**src/rtl/core/gffs_pkg.sv**
```systemverilog
// Shared types, codes and constants of the grid flood fill unit.
package gffs_pkg;

  localparam int GRID_WIDTH  = 64;
  localparam int GRID_HEIGHT = 64;
  localparam int QUEUE_DEPTH = 4096;

  localparam int COORD_W = 6;
  localparam int CODE_W  = 2;
  localparam int COUNT_W = 13;
  localparam int QENT_W  = 2 * COORD_W;
  localparam int CFG_IDX_W = 4;

  localparam logic [1:0] CMD_WRITE = 2'd0;
  localparam logic [1:0] CMD_READ  = 2'd1;
  localparam logic [1:0] CMD_FILL  = 2'd2;

  localparam logic [CODE_W-1:0] CODE_UNKNOWN  = 2'd0;
  localparam logic [CODE_W-1:0] CODE_OCCUPIED = 2'd1;
  localparam logic [CODE_W-1:0] CODE_FREE     = 2'd2;
  localparam logic [CODE_W-1:0] CODE_INVALID  = 2'd3;

  localparam logic [CFG_IDX_W-1:0] REG_MIN_X = 4'd0;
  localparam logic [CFG_IDX_W-1:0] REG_MAX_X = 4'd1;
  localparam logic [CFG_IDX_W-1:0] REG_MIN_Y = 4'd2;
  localparam logic [CFG_IDX_W-1:0] REG_MAX_Y = 4'd3;

  localparam logic [COORD_W-1:0] BOUND_LO_RESET = 6'd0;
  localparam logic [COORD_W-1:0] BOUND_HI_RESET = 6'd63;

  localparam logic [COUNT_W-1:0] COUNT_MAX = 13'h1FFF;

  // Neighbour offsets, visited in this order
  localparam logic signed [1:0] STEP_DX [8] = '{-2'sd1, -2'sd1, -2'sd1, 2'sd0,
                                                 2'sd0, 2'sd1, 2'sd1, 2'sd1};
  localparam logic signed [1:0] STEP_DY [8] = '{-2'sd1, 2'sd0, 2'sd1, -2'sd1,
                                                 2'sd1, -2'sd1, 2'sd0, 2'sd1};

  typedef struct packed {
    logic [1:0]         command;
    logic [COORD_W-1:0] cell_x;
    logic [COORD_W-1:0] cell_y;
    logic [CODE_W-1:0]  cell_code_in;
  } in_item_t;

  typedef struct packed {
    logic [CODE_W-1:0]  cell_code_out;
    logic [COUNT_W-1:0] freed_count;
  } out_item_t;

  typedef struct packed {
    logic [COORD_W-1:0] lo_x;
    logic [COORD_W-1:0] hi_x;
    logic [COORD_W-1:0] lo_y;
    logic [COORD_W-1:0] hi_y;
  } bounds_t;

  typedef struct packed {
    logic               hit;
    logic [COORD_W-1:0] x;
    logic [COORD_W-1:0] y;
  } nbr_t;

endpackage

```
**src/rtl/core/gffs_nbr_unit.sv**
```systemverilog
// Neighbour address unit: offset, bounds check and cell index of one neighbour.
module gffs_nbr_unit #(
  parameter int GRID_WIDTH = gffs_pkg::GRID_WIDTH,
  parameter int CELL_AW    = 12
) (
  input  logic [gffs_pkg::COORD_W-1:0] cx,
  input  logic [gffs_pkg::COORD_W-1:0] cy,
  input  logic [2:0]                   k,
  input  gffs_pkg::bounds_t            bnd,
  output gffs_pkg::nbr_t               nbr,
  output logic [CELL_AW-1:0]           cell_idx
);

  logic signed [7:0] nx_s;
  logic signed [7:0] ny_s;
  logic              in_x;
  logic              in_y;

  always_comb begin
    nx_s = $signed({2'b00, cx}) + 8'(gffs_pkg::STEP_DX[k]);
    ny_s = $signed({2'b00, cy}) + 8'(gffs_pkg::STEP_DY[k]);
    in_x = (nx_s >= $signed({2'b00, bnd.lo_x})) && (nx_s <= $signed({2'b00, bnd.hi_x}));
    in_y = (ny_s >= $signed({2'b00, bnd.lo_y})) && (ny_s <= $signed({2'b00, bnd.hi_y}));
    nbr.hit = in_x && in_y;
    nbr.x   = nx_s[gffs_pkg::COORD_W-1:0];
    nbr.y   = ny_s[gffs_pkg::COORD_W-1:0];
    // upper bounds are clamped to the grid, so a hit always indexes a real cell
    cell_idx = CELL_AW'(int'(nbr.y) * GRID_WIDTH + int'(nbr.x));
  end

endmodule

```
**config.mk**
```make
export PLATFORM = sky130hd
export DESIGN_NAME = gffs_nbr_unit
export DESIGN_NICKNAME = d
export VERILOG_FILES = /design/src/rtl/core/gffs_pkg.sv /design/src/rtl/core/gffs_nbr_unit.sv
export SDC_FILE = /design/constraint.sdc
export NUM_CORES = 1
export LEC_CHECK = 0
export ABC_AREA = 1
export BUFFER_PORTS_ARGS = -buffer_cell sky130_fd_sc_hd__buf_4
export CORE_MARGIN = 3
export CORE_UTILIZATION = 38
export DETAILED_ROUTE_END_ITERATION = 10
export PLACE_DENSITY = 0.66
export SLEW_MARGIN = 25
export SYNTH_ARGS = -nofsm -noshare
export SYNTH_HDL_FRONTEND = slang
export SYNTH_SLANG_ARGS = --single-unit
export TNS_END_PERCENT = 10
```
**constraint.sdc**
```tcl
create_clock -name vclk -period 5.6
set_input_delay 1.12 -clock vclk [all_inputs]
set_output_delay 1.12 -clock vclk [all_outputs]
set_load 0.05 [all_outputs]
```
* Word level (Yosys, flattened, before mapping)
Memories as Yosys holds them, arrays and structs flattened.
Cells that the tools add are included.
** Storage, ports and cells
- Bits in latches :: 0
- Bits in read-only memories :: 32
- Input bits :: 39
- Output and inout bits :: 25
- RAM bits :: 0
- Memories kept :: 2
- Bits in registers :: 0
- Word-level logic and storage cells :: 18
** Cells by class
- Reductions and logical operators :: 3
- Multiply operators :: 0
- Div/mod/pow operators :: 0
- Bitwise logic cells :: 1
- Mux-type cells :: 4
- Shift operators :: 0
- $add $sub $neg :: 3
- Equal/unequal tests :: 0
- Magnitude comparators :: 5
** Memories
- (name not given) :: depth 8, width 2, read ports 1, clocked after Yosys merged registers in 0, wr ports 0, RTL line gffs_nbr_unit.sv:21 : ny_s = $signed({2'b00, cy}) + 8'(gffs_pkg::STEP_DY[k]);
- (name not given) :: depth 8, width 2, read ports 1, clocked after Yosys merged registers in 0, wr ports 0, RTL line gffs_nbr_unit.sv:20 : nx_s = $signed({2'b00, cx}) + 8'(gffs_pkg::STEP_DX[k]);
** Operators by type and width (number)
- $add 7x2->8 :: 2
- $ge 8x7->1 :: 2
- $le 8x7->1 :: 2
- $add 12x6->12 :: 1
- $mux 2 :: 4
- $ge 4x4->1 const B :: 1
- $not 3->4 :: 1
- $logic_and 1x1->1 :: 3

* Logic depth before layout (Yosys ltp)
Gate-level depths: netlist of run 1.
- Depth after elaboration :: 8
- Mapped depth :: 23
- Mapped depth without buffers :: 23

* Worst setup path after synthesis of run 1
OpenSTA, ideal clock, no wires.
- Path kind :: in2out
- From :: input k[0]
- To :: output nbr[12] in the netlist's numbering
- Stages :: 18
- Data arrival time :: 5133 ps
- Buffers on the path :: 0
- Required time :: 4480 ps
- Slack :: -653 ps
- Cell sequence :: inv_1 > ha_1 > o21ai_0 > inv_1 > fa_1 > xnor2_1 > ha_1 > nand2_1 > inv_1 > nand2_1 > nand2_1 > nand2_1 > nand2_1 > nand2_1 > nand2_1 > nor2_1 > nand2_1 > nor2_1
** RTL lines
- from (decl) :: RTL line gffs_nbr_unit.sv:8 : input logic [2:0] k,
- to (decl) :: RTL line gffs_nbr_unit.sv:10 : output gffs_pkg::nbr_t nbr,

==> impl_summary.md, run 1 <==
Setup path
The category of the worst setup path launch point is an input port. The required arrival time at the worst endpoint is 4.48 ns. The highest net fanout along the worst path is 8. The critical path capture point type is an output port. The classification of the worst setup path is input port to output port. For the worst setup path, the data arrival time is 4.06 ns.

Cells and area
0 antenna diodes ended up in the layout. The final-stage net count is 378. The layout filler cell count is 401. The design has 0 sequential cells. The total non-filler cell area in the finished layout is around 2000 um2.

In the final layout, flip-flops and latches occupy 0 um2. Relative to the synthesized area, the layout overhead comes to 33.4%. The number of clock-tree buffers in the layout is 0. In the final layout, the share of cells above drive strength 1 is 0.276.

Floorplan
Measured along the x axis, the die boundary spans 68.4 um. For this configuration, the core starts out at a cell density of 0.398. The die is 68.4 um tall.

64 I/O pins were placed. The row count is 22. In this run the standard cell core region covers 3720 um2. The die covers roughly 4700 um2.

Routing
After detailed routing, the number of remaining DRC violations is 0. The average via count per standard cell is approximately 4.3. In the final routed layout, each cell accounts on average for 9.17 um. Summing over every cut layer, the via total after detailed routing is ~1500. The final wirelength is between 3000 and 4000 um. The pre-antenna-repair detailed-routing pass consisted of 4 iterations.

In this run, the number of DRC markers left after iteration 0 of detailed routing was 31. The number of nets still failing antenna checks after routing is 0.

Timing
The number of hold violations in the final report came to 0. The final count of pins violating max slew is 0. Setup violations remaining at the end of the flow were counted as 0.

The final critical path time including I/O delays and setup is a little over 5 ns. Dividing the final minimum period by the clock period gives 0.925. Setup repair after global routing left no endpoint under its margin. On the final layout, the worst hold slack is 2.68 ns.

For the pin with the worst max-slew slack, the measured transition is 0.409 ns. The maximum clock rate is 193 MHz. The worst slew slack as a fraction of its limit is 0.726. The summed negative setup slack over all endpoints is 0 ns.

Global route
The number of antenna violations at the first check in global routing is 0. Entering global routing, the biggest net connects 10 pins. The wire length of the first global-routing pass is 5350 um. The number of global-route vias before repair was 1383. Global routing finished with a remaining overflow of 0. The combined global-route utilization of all metal layers is 0.139.

Power
The leakage component of the power is 1.30 nW. VDD sags by at most 108 uV. The overall power of the completed layout is 412 uW. In this run the power density over the cells is 209 nW/um2.

Synth
The area fraction of the dominant cell type after synthesis is 0.330. Of the total synthesized cell area, the portion taken by XOR and XNOR cells is 0.0415. The proportion of synthesized area in mux cells is 0.00677. Of the synthesized area, sequential elements account for 0. The largest family of logic cells by synthesized area is adder cells. The synthesized area is 1480 um2.

The area share of fa/ha/maj cells after synthesis is 0.343. Of the total synthesized cell area, the portion taken by AND, OR, NAND and NOR gates is 0.310. The average instance in the mapped netlist occupies ~6 um2.

Counting every instance in the synthesized netlist gives 244. Yosys printed 0 warnings. Sorting the synthesized cells by area gives the leading types as sky130_fd_sc_hd__ha_1 (33%), sky130_fd_sc_hd__nand2_1 (17%), sky130_fd_sc_hd__inv_1 (16%). The synthesized-area fraction occupied by ao, oa, aoi and oai cells came to 0.0702. The number of different library cells used by synthesis comes to 26.

The cell taking the most area after synthesis is sky130_fd_sc_hd__ha_1. When the netlist entered floorplanning its net count stood at 323.

Hold path
The worst hold path terminates at cell_idx[6]. In this run the most critical hold path is launched from cy[0]. The class of the tightest hold or removal check is input port to output port. Along the worst hold path, the cell count comes to 3.

Clocking
The number of hold-repair buffers added at the cts stage is 0. The number of setup buffers added after CTS is 0. The quantity of gates resized following cts is 0.

Placed design
The congestion estimate from routability-driven global placement came to 0.839. Once detailed placement completed, the half-perimeter wirelength came to 2930 um. The cell area after placement is 1970 um2. The count of buffers inserted at the top-level ports is 64.

Run
The number of max-capacitance violations reported is 0.

Run status
The flow ran to the end, and the final reports show no timing, DRC or antenna violations.
-- per-layer routing --
metal,global-route usage,share of wire,vias up
li1,-,-,840
met1,0.177,0.45,622
met2,0.260,0.48,31
met3,0.0131,0.062,4
met4,0.00993,0.0085,0
met5,0,0,-
-- cells in the mapped netlist --
library cell                n
sky130_fd_sc_hd__nor3_1     1
sky130_fd_sc_hd__nand3_2    1
sky130_fd_sc_hd__buf_4     12
sky130_fd_sc_hd__nand4_1    3
sky130_fd_sc_hd__xor2_1     6
sky130_fd_sc_hd__nand3_1   10
sky130_fd_sc_hd__nor2_4     2
sky130_fd_sc_hd__nand2_1   67
sky130_fd_sc_hd__a21oi_1   12
sky130_fd_sc_hd__nor2_1     4
sky130_fd_sc_hd__inv_1     64
sky130_fd_sc_hd__xnor2_1    1
sky130_fd_sc_hd__and2_1     1
sky130_fd_sc_hd__mux2i_1    1
sky130_fd_sc_hd__o21ai_2    1
sky130_fd_sc_hd__inv_2      1
sky130_fd_sc_hd__a41oi_1    1
sky130_fd_sc_hd__clkinv_1   1
sky130_fd_sc_hd__o21ai_0    4
sky130_fd_sc_hd__nand2_4    3
sky130_fd_sc_hd__ha_1      39
sky130_fd_sc_hd__fa_1       1
sky130_fd_sc_hd__nand2_2    5
sky130_fd_sc_hd__nand3b_1   1
sky130_fd_sc_hd__a31oi_1    1
sky130_fd_sc_hd__and3_1     1
-- cell families (layout without fill, tap and decap cells) --
| group | count (synthesis) | in the layout |
|---|---|---|
| AOI/OAI and AO/OA | 19 | 19 |
| xor gates and xnor gates | 7 | 7 |
| adders and majority gates | 40 | 40 |
| buffers and inverters | 78 | 131 |
| muxes | 1 | 1 |
| and+or+nand+nor | 99 | 99 |
-- stage by stage --
step	util	worst slack (ns)	std cells
3_5_place_dp	0.531	0.391	345
6_report	0.531	0.423	345
4_1_cts	0.531	0.384	345
3_3_place_gp	0.531	0.513	345
2_1_floorplan	-	0.146	244
5_1_grt	0.531	0.197	345
-- worst max-delay path: stages --
cell and delay, ns:
sky130_fd_sc_hd__buf_4 0.12, sky130_fd_sc_hd__inv_1 0.09, sky130_fd_sc_hd__ha_1 0.24, sky130_fd_sc_hd__o21ai_1 0.14
sky130_fd_sc_hd__buf_4 0.17, sky130_fd_sc_hd__ha_1 0.28, sky130_fd_sc_hd__a21oi_1 0.17, sky130_fd_sc_hd__nand2_1 0.13
sky130_fd_sc_hd__a31oi_1 0.35, sky130_fd_sc_hd__xor2_4 0.22, sky130_fd_sc_hd__ha_1 0.27, sky130_fd_sc_hd__a21oi_1 0.15
sky130_fd_sc_hd__nand2_1 0.06, sky130_fd_sc_hd__nand2_1 0.05, sky130_fd_sc_hd__nand2_1 0.04, sky130_fd_sc_hd__nor2_1 0.09
sky130_fd_sc_hd__nand2_1 0.07, sky130_fd_sc_hd__nor2_2 0.11, sky130_fd_sc_hd__buf_4 0.20
-- area by class of cell --
class,instances,area [um2],share of cell area
Inverter,66,248,0.126
Multi-Input combinational cell,166,1180,0.597
Timing Repair Buffer,65,488,0.247
Tap cell,48,60.1,0.0304
-- where the power goes --
part | switching (mW) | internal (mW)
clock network | 0 | 0
registers | 0 | 0
logic | 0.271 | 0.141
total | 0.271 | 0.141
-- layout by cell type (no fill, tap or decap), types with 2 or more instances in the layout --
| master | n |
|---|---|
| sky130_fd_sc_hd__xor2_1 | 4 |
| sky130_fd_sc_hd__ha_1 | 39 |
| sky130_fd_sc_hd__a21oi_1 | 12 |
| sky130_fd_sc_hd__nand2_1 | 67 |
| sky130_fd_sc_hd__nand2_4 | 3 |
| sky130_fd_sc_hd__nand2_2 | 5 |
| sky130_fd_sc_hd__buf_4 | 65 |
| sky130_fd_sc_hd__nor2_4 | 2 |
| sky130_fd_sc_hd__o21ai_0 | 3 |
| sky130_fd_sc_hd__nor2_1 | 3 |
| sky130_fd_sc_hd__nand3_1 | 10 |
| sky130_fd_sc_hd__nand4_1 | 3 |
| sky130_fd_sc_hd__inv_1 | 64 |
-- worst max path at each step --
stage	depth (start not counted)	slack (ns)	from	to
finish	19	0.42	k[1]	nbr[12]
global route	21	0.20	k[0]	nbr[12]
CTS	19	0.38	k[0]	nbr[12]
detailed placement	19	0.39	k[0]	nbr[12]
global placement	19	0.51	k[0]	nbr[12]
floorplan	16	0.15	k[0]	nbr[12]
(Power assumes the default switching activity.)
==> inputs of run 2 (changes only) <==
--- a/config.mk
+++ b/config.mk
@@ -11,6 +11,7 @@
 export CORE_UTILIZATION = 38
 export DETAILED_ROUTE_END_ITERATION = 10
 export PLACE_DENSITY = 0.66
+export SETUP_SLACK_MARGIN = 0.5
 export SLEW_MARGIN = 25
 export SYNTH_ARGS = -nofsm -noshare
 export SYNTH_HDL_FRONTEND = slang
==> run 2 against run 1 <==
Non-clock buffer count rose by 14. Global-route usage fell by 0.38 points. Critical path depth did not move. Cell count rose by 4.1%. Total power rose by 12%. Setup slack improved by 0.23 ns. Combinational power rose by 12%. Die area did not move. Hold slack got worse by 0.011 ns. Sequential share of layout area did not move. First-iteration DRC count rose by 77%. Via count rose by 4.7%. Critical endpoint unchanged. Largest power group unchanged.
==> impl_summary.md, run 2 (same netlist as run 1, synthesis figures left out) <==
Routing
The final wirelength is 3470 um. In the routed design, unresolved DRC markers number 0. The starting DRC count in detailed routing is 55. For this run, the detailed router's first-pass iteration total came to 4.

The average via count per standard cell is 4.37. The number of nets still failing antenna checks after routing is 0. The final route contains ~1600 vias.

After detailed routing, the average wire length per cell comes to approximately 9.7 um.

Timing
Across all setup checks in the final design, the least slack found is 0.655 ns. The number of hold violations in the final report is 0. For the final routed database, the setup TNS stands at 0 ns. At the pin with the least slew margin, the transition time is 0.227 ns.

Of the available clock period, the critical path in the final layout requires 0.883. The number of setup violations in the final report is 0. In this run the tightest slew margin relative to its limit is 0.847. The final count of pins violating max slew was 0. The final critical path time including I/O delays and setup is 4.94 ns. Based on the critical path, the design can be clocked at up to 202 MHz.

Setup repair after global routing left no endpoint under its margin.

Floorplan
The die is 68.4 um wide. The region available for standard cell placement spans approximately 3700 um2. The floorplan has 22 rows. The count of boundary I/O pins is 64. The effective utilization at floorplan is 0.398.

The die boundary height is 68.4 um. The area enclosed by the die boundary is approximately 4700 um2.

Setup path
Traced cell by cell, the critical path runs through buf_4 -> inv_4 -> ha_4 -> o21ai_4 -> buf_4 -> ha_4 -> a21oi_2 -> nand2_4 -> a31oi_4 -> xor2_4 -> ha_1 -> a21oi_1 -> nand2_1 -> nand2_1 -> nand2_1 -> nor2_1 -> nand2_1 -> nor2_4 -> buf_8. The category of the worst setup path launch point is an input port. The delay of the slowest critical-path stage is 0.26 ns. The classification of the worst setup path is input port to output port. STA classifies the critical path endpoint as an output port. Data on the critical path is required at its endpoint by 4.48 ns. The highest net fanout along the worst path is 4.

The critical path arrival is 3.82 ns. The slowest stage cell on the critical path is sky130_fd_sc_hd__ha_1. The cell repeated most along the worst path is sky130_fd_sc_hd__nand2_1.

Placed design
The congestion estimate from routability-driven global placement came to 0.825. Input and output buffers added on the ports amount to 64. The worst-case setup slack after placement is 0.467 ns. Summed over all nets, the half-perimeter wirelength after detailed placement is 2920 um.

Run
Across the run, the number of max-cap violations was 0.

Cells and area
The utilization of the core after routing is 0.608. Of the cells placed in the final design, the portion with a size suffix greater than 1 is 0.392. The number of antenna diodes is 0.

Summing all flip-flop and latch instances after layout gives 0 um2. The number of clock-tree buffers in the layout is 0. Compared with the post-synthesis result, the final layout area differs by 52.7%. The number of sequential storage elements is 0. The most common library cell in the layout ignoring fill and taps is sky130_fd_sc_hd__buf_4. The final-stage net count is a little under 400.

In the layout the commonest cells are sky130_fd_sc_hd__buf_4 (77), sky130_fd_sc_hd__nand2_1 (62), sky130_fd_sc_hd__inv_1 (60).

Global route
The number of antenna violations at the first check in global routing came to 0. Entering global routing, the biggest net connects 10 pins. Across every metal layer, demand over resource in global routing totals 0.136. The first global-routing pass estimated 5180 um of wire.

The number of global-route vias before repair is 1237. The total congestion overflow after global routing is 0.

Power
Across the VDD grid, the largest voltage drop is 87.6 uV. The power density of the placed cells is 204 nW/um2. In this run the static leakage power is 1.37 nW.

Run status
The run finished with clean final reports.

Hold path
The class of the tightest hold or removal check is input port to output port.

Clocking
The number of hold-repair buffers added at the cts stage is 0.
-- run 2: changes by cell type in the layout (fill, tap and decap cells not counted), sizes merged --
cell and change:
clkinvlp +1, buf +14, inv -1
-- run 2: what timing repair did --
item	CTS	global route
buffers inserted	1	13
endpoints found under the setup margin	1	1
gates resized for setup	0	29
pin swaps	2	14
-- run 2: critical path: cells and delay by family --
family          cells  cell delay [ns]
simple gates        7             0.59
xor+xnor            1             0.19
buf+inv             4             0.48
compound gates      4             0.76
fa+ha+maj           3             0.67
-- run 2: cell type report --
| cell class | instances | area (um2) |
|---|---|---|
| timing repair buffer | 79 | 604 |
| tap | 48 | 60.1 |
| fill | 368 | 1460 |
| multi-input combinational | 166 | 1340 |
| inverter | 66 | 256 |
-- run 2: worst paths after layout --
kind	startpoint	endpoint	slack (ns)	depth (start not counted)
worst max-delay path	k[0]	nbr[12]	0.66	19
worst min-delay path	cx[0]	nbr[6]	2.67	3
-- run 2: metrics by stage --
step	total power [mW]	std cells	cell area [um2]	hold WS, ns
global placement	0.431	345	2050	2.70
CTS	0.436	346	2060	2.70
global route	0.512	359	2260	2.71
floorplan	0.341	244	1590	2.53
finish	0.462	359	2260	2.67
detailed placement	0.434	345	2050	2.70
-- run 2: metal layers --
layer,routed length [um],track usage,vias to the layer above
met3,190,0.00328,2
met1,1520,0.192,660
met2,1730,0.235,36
met4,21,0.0124,0
li1,-,-,870
met5,0,0,-
-- run 2: report_power, final --
group          internal, mW  leakage [nW]  total (mW)  switching (mW)
Clock                     0             0           0               0
Combinational         0.172          1.37       0.462           0.289
Sequential                0             0           0               0
